==> src/rtl/core/svm_pkg.sv <==
// Shared types and constants for the linear SVM SGD trainer.
// No dependencies; imported by the lane, merge and top-level modules.
package svm_pkg;

  localparam int LANES = 8;
  localparam int FEAT_W = 16;
  localparam int WGT_W = 32;
  localparam int PROD_W = FEAT_W + WGT_W;
  localparam int SUM_W = PROD_W + 3;
  localparam int CFG_W = 16;

  localparam logic [1:0] KIND_TRAIN = 2'd0;
  localparam logic [1:0] KIND_PREDICT = 2'd1;
  localparam logic [1:0] KIND_READ = 2'd2;

  localparam logic CFG_LEARNING_RATE = 1'b0;
  localparam logic CFG_REG_LAMBDA = 1'b1;

  localparam logic [15:0] LR_RESET = 16'd66;
  localparam logic [15:0] LAMBDA_RESET = 16'd655;
  localparam logic signed [32:0] ONE_Q16 = 33'sd65536;

  localparam logic signed [WGT_W-1:0] SAT_MAX = 32'sh7fffffff;
  localparam logic signed [WGT_W-1:0] SAT_MIN = 32'sh80000000;

  typedef struct packed {
    logic capture;  // register products, decay and step
    logic update;   // write the new weight
    logic met;      // margin reached, no hinge step
    logic pos;      // label is +1
  } lane_ctrl_t;

  typedef struct packed {
    logic add1;     // pairwise sums
    logic add2;     // final sum
  } merge_ctrl_t;

endpackage

==> src/rtl/core/svm_merge.sv <==
// Registered two-level adder tree over the lane products.
// Depends on svm_pkg.
module svm_merge (
  input  logic                                         clk,
  input  svm_pkg::merge_ctrl_t                         ctrl,
  input  logic signed [svm_pkg::PROD_W-1:0]            product [svm_pkg::LANES],
  output logic signed [svm_pkg::SUM_W-1:0]             sum
);
  import svm_pkg::*;

  logic signed [PROD_W:0] pair [LANES/2];

  always_ff @(posedge clk) begin
    if (ctrl.add1) begin
      for (int i = 0; i < LANES/2; i++) begin
        pair[i] <= (PROD_W+1)'(product[2*i]) + (PROD_W+1)'(product[2*i+1]);
      end
    end
    if (ctrl.add2) begin
      sum <= SUM_W'(pair[0]) + SUM_W'(pair[1]) + SUM_W'(pair[2]) + SUM_W'(pair[3]);
    end
  end

endmodule

==> config.mk <==
export PLATFORM = sky130hd
export DESIGN_NAME = svm_merge
export DESIGN_NICKNAME = d
export VERILOG_FILES = /design/src/rtl/core/svm_pkg.sv /design/src/rtl/core/svm_merge.sv
export SDC_FILE = /design/constraint.sdc
export NUM_CORES = 1
export LEC_CHECK = 0
export BUFFER_PORTS_ARGS = -buffer_cell sky130_fd_sc_hd__buf_2
export CAP_MARGIN = 20
export CELL_PAD_IN_SITES_DETAIL_PLACEMENT = 1
export CELL_PAD_IN_SITES_GLOBAL_PLACEMENT = 1
export CORE_AREA = 2 2 310 312
export DETAILED_ROUTE_END_ITERATION = 10
export DIE_AREA = 0 0 312 314
export PLACE_DENSITY_LB_ADDON = 0.15
export SLEW_MARGIN = 10
export SYNTH_ARGS = -nofsm -noshare
export SYNTH_HDL_FRONTEND = slang
export SYNTH_SLANG_ARGS = --single-unit
==> constraint.sdc <==
create_clock -name clk -period 9.71 [get_ports clk]
set_clock_uncertainty 0.1 [all_clocks]
set_input_delay 0.971 -clock clk [delete_from_list [all_inputs] [get_ports clk]]
set_output_delay 0.971 -clock clk [all_outputs]
set_load 0.01 [all_outputs]
==> results by stage <==
Outcome:
- The run finished with clean final reports.

Clock network:
- The CTS tree is yes.
- The clock latency on the worst-skew pair is 570 ps.
- The quantity of hold-fixing buffers added after cts is 0.
- The number of H-tree branching levels is 2.
- The count of cells resized by post-cts repair is 0.
- The clock passes through at most 3 buffers.
- The root buffer selected by CTS is sky130_fd_sc_hd__clkbuf_16.
- The number of clock sinks is 247.
- The TritonCTS buffer count is 35.
- The clock-pin slew on the worst setup and hold paths is 60 ps.
- The setup fix buffers added after clock tree synthesis is 0.

Detailed routing:
- The total wire length is 89.2 mm.
- In the final routed layout, each cell accounts on average for 21.2 µm.
- The detailed-route via count is 19743.
- The post-detailed-route count of antenna-violating nets is 0.
- For this run, design rule violations remaining after detail routing come to 0.
- For this block, the initial DRC count from the detailed router was 884.
- The length of the first detailed-routing pass in iterations is 5.
- Using the TritonRoute via totals, the vias-per-cell ratio works out to 4.69.

Yosys:
- The most used flip-flop cell after synthesis is sky130_fd_sc_hd__edfxtp_1.
- The mapped netlist covers 23500 µm².
- The cell count after synthesis is 2505.
- The flop and latch count out of synthesis is 247.
- The post-synthesis net count is 3237.
- The synthesized area per cell is 9.37 µm².
- The netlist uses 73 different library cells.
- The share of async-settable or async-resettable flops after synthesis is 0.
- The part of the Yosys area used for sequential elements is 0.316.
- For this run, the number of Yosys warnings is 0.
- Yosys mapped a number of flops with a built-in enable equal to 247.

Setup path:
- The length in cells of the worst reg-to-reg path is 17.
- The endpoint identified for the worst register-to-register timing path is sum[41]$_DFFE_PP_.
- The highest-delay cell along the critical path is sky130_fd_sc_hd__fa_1.
- The critical path goes through inv_1 > fa_1 > fa_1 > inv_1 > ha_1 > inv_1 > fa_1 > nand2b_1 > a21oi_1 > a21bo_2 > a21oi_2 > o211a_1 > o211a_1 > o21ai_0 > a21oi_1 > o21ai_0 > xor2_1.
- The required time of the worst setup path is 9910 ps.
- Setup slack on the worst reg-to-reg path comes out at 4870 ps.
- On the worst path, the slowest cell contributes a delay of 550 ps.
- The critical path starts at pair[0][1]$_DFFE_PP_.
- Data on the critical path arrives at its endpoint at 5040 ps.
- The worst setup path is captured at a flop.
- The most critical setup path has its endpoint at sum[41]$_DFFE_PP_.
- The kind of start point of the critical path is a flop.
- The maximum fanout along the worst path is 4.
- The worst register-to-register path begins at pair[0][1]$_DFFE_PP_.
- The critical path is of the flop to flop type.

Die:
- The starting density of the core is 0.249.
- The floorplan step set the die height to 314 µm.
- The region available for standard cell placement spans 94400 µm².
- From left edge to right edge, the die measures 312 µm.
- 438 I/O pins were placed.
- The number of rows in the core area is 113.
- The die area is 98000 µm².

Power and ir drop:
- The power density over cell area is 261 nW/µm².
- The leakage component of the power is 13.0 nW.
- IR analysis of the VDD net gives a maximum drop of 111 µV.

Finish:
- For this run, the number of standard cells in the final layout without fillers is 4206.
- The area added between synthesis and finish is 19.9%.
- The net total in the final layout is 3647.
- The share of the core filled with cells is 0.298.
- The proportion of layout cells with a drive suffix above 1 is 0.176.

Global routing:
- For this run the aggregate overflow at the end of global routing stands at 0.
- The pin count of the biggest net entering global routing is 78.
- The global-route wire length before repair is 133 mm.
- The total global-route track usage is 0.178.
- The via count of the first global-routing pass is 21628.
- The number of antenna violations at the first check in global routing was 16.

STA:
- Derived from the worst setup path, the maximum achievable clock frequency is 0.206 GHz.
- Of the available clock period, the critical path in the final layout requires 0.499.
- The final hold violation count is 0.
- The final-report max-slew violation count is 0.
- Setup violations remaining at the end of the flow were counted as 0.
- The summed negative setup slack over all endpoints is 0 ps.
- The shortest clock period the worst path allows after layout is 4840 ps.
- The transition time at the pin with the least slew margin is 920 ps.
- Setup repair after global routing left no endpoint under its margin.
- The worst max-slew margin expressed relative to the limit is 0.387.

Hold path:
- In this run the most critical hold path is launched from pair[1][0]$_DFFE_PP_.
- The path class of the tightest hold or removal check is flop to flop.

Placement:
- The half-perimeter wire length after placement is 76.4 mm.
- The placer congestion estimate is 0.854.
- The number of buffers inserted by port buffering is 437.
- The number of placed instances, taps included, is 4143.

Flow run:
- The number of maximum-capacitance constraint violations is 0.
-- layout make-up --
class / instances / area [µm²]
antenna: 3 / 7.51
clock buffer: 39 / 912
clock inverter: 21 / 208
fill: 11073 / 66300
inverter: 347 / 1300
multi-input combinational: 1843 / 14500
sequential: 247 / 7420
tap: 1265 / 1580
timing repair buffer: 441 / 2230
-- per-layer routing --
layer  part of all wire  global-route usage
met5            0.00052                   0
met4              0.027              0.0499
met3              0.036              0.0237
met2               0.45               0.286
met1               0.49               0.251
-- Yosys cell counts, drive strengths merged, types with 45 or more instances --
library cell  instances  area (µm²)
xor2                 81         709
clkbuf               67         251
nand4                45         282
a21oi               246        1230
nand2               140         526
inv                 347        1300
nor2                115         432
fa                  103        2060
o21ai               130         651
nand3                54         275
edfxtp              247        7420
ha                  242        3030
xnor2               144        1260
a21o                140        1050
-- how the worst min path moves through the flow --
stage               cells after the start  slack, ps               end
floorplan                               1        430  sum[0]$_DFFE_PP_
global placement                        1        480  sum[0]$_DFFE_PP_
detailed placement                      1        460  sum[0]$_DFFE_PP_
CTS                                     1        490  sum[0]$_DFFE_PP_
global route                            1        510  sum[0]$_DFFE_PP_
finish                                  1        490  sum[0]$_DFFE_PP_
-- flip-flops by register name, summed over array words and instances, names as in the netlist --
signal,flops
sum,51
pair,196
-- cells by family (layout without fill, tap and decap cells) --
kind of cell             after synthesis  count (layout)  share of synthesized area
AND/OR/NAND/NOR                      528             528                      0.111
other                                  0               3                          0
flip-flops                           247             247                      0.316
AO/OA/AOI/OAI                        744             744                      0.205
XOR/XNOR                             225             225                     0.0839
buffers and inverters                415             848                     0.0664
multiplexers                           1               1                   0.000426
adder cells (fa/ha/maj)              345             345                      0.217
-- per-stage QoR --
stage / area (µm²) / worst slack (ps) / hold WS (ps) / total power [mW]
global placement: 27000 / 4920 / 482 / 6.09
floorplan: 23500 / 5580 / 426 / 4.74
CTS: 28200 / 4840 / 495 / 7.48
detailed placement: 27000 / 4830 / 465 / 6.13
finish: 28200 / 4870 / 494 / 7.36
global route: 28200 / 4490 / 508 / 7.99
-- placed cells by master (no fill, tap or decap), types with 6 or more instances in the layout --
cell type | Yosys | final
sky130_fd_sc_hd__a211oi_1 | 21 | 21
sky130_fd_sc_hd__nand2b_1 | 29 | 29
sky130_fd_sc_hd__edfxtp_1 | 247 | 247
sky130_fd_sc_hd__a21boi_0 | 6 | 6
sky130_fd_sc_hd__buf_2 | 1 | 436
sky130_fd_sc_hd__a41oi_1 | 7 | 7
sky130_fd_sc_hd__xnor2_1 | 144 | 144
sky130_fd_sc_hd__fa_1 | 103 | 103
sky130_fd_sc_hd__a21oi_1 | 245 | 245
sky130_fd_sc_hd__clkinv_1 | 0 | 6
sky130_fd_sc_hd__inv_1 | 347 | 347
sky130_fd_sc_hd__nor3_1 | 30 | 30
sky130_fd_sc_hd__nor4_1 | 8 | 8
sky130_fd_sc_hd__nor2_1 | 115 | 115
sky130_fd_sc_hd__a221oi_1 | 6 | 6
sky130_fd_sc_hd__nand2_1 | 140 | 140
sky130_fd_sc_hd__nand3_1 | 53 | 53
sky130_fd_sc_hd__and3_1 | 26 | 26
sky130_fd_sc_hd__o21ai_0 | 124 | 124
sky130_fd_sc_hd__o21bai_1 | 39 | 39
sky130_fd_sc_hd__and4_1 | 10 | 10
sky130_fd_sc_hd__clkbuf_16 | 0 | 36
sky130_fd_sc_hd__and2_1 | 22 | 22
sky130_fd_sc_hd__or3_1 | 6 | 6
sky130_fd_sc_hd__ha_1 | 242 | 242
sky130_fd_sc_hd__a21o_1 | 140 | 140
sky130_fd_sc_hd__nand4_1 | 45 | 45
sky130_fd_sc_hd__nor2b_1 | 28 | 28
sky130_fd_sc_hd__xor2_1 | 81 | 81
sky130_fd_sc_hd__a31oi_1 | 29 | 29
sky130_fd_sc_hd__o21a_1 | 20 | 20
sky130_fd_sc_hd__o21ai_1 | 6 | 6
sky130_fd_sc_hd__o211ai_1 | 19 | 19
sky130_fd_sc_hd__o31ai_1 | 9 | 9
-- critical path, delay by kind of cell (launching register included) --
| family | cells | cell delay [ps] |
|---|---|---|
| AOI/OAI and AO/OA | 8 | 2070 |
| xor gates and xnor gates | 1 | 100 |
| adders and majority gates | 4 | 1600 |
| buffers and inverters | 3 | 200 |
| DFF | 1 | 330 |
| and+or+nand+nor | 1 | 190 |
-- report_power, final --
group	total [mW]	switching (mW)	internal, mW
registers	1.79	0.117	1.68
clock network	1.29	0.526	0.760
logic	4.28	2.56	1.72
total	7.36	3.20	4.16
No activity file was read; power rests on OpenSTA's default activity.
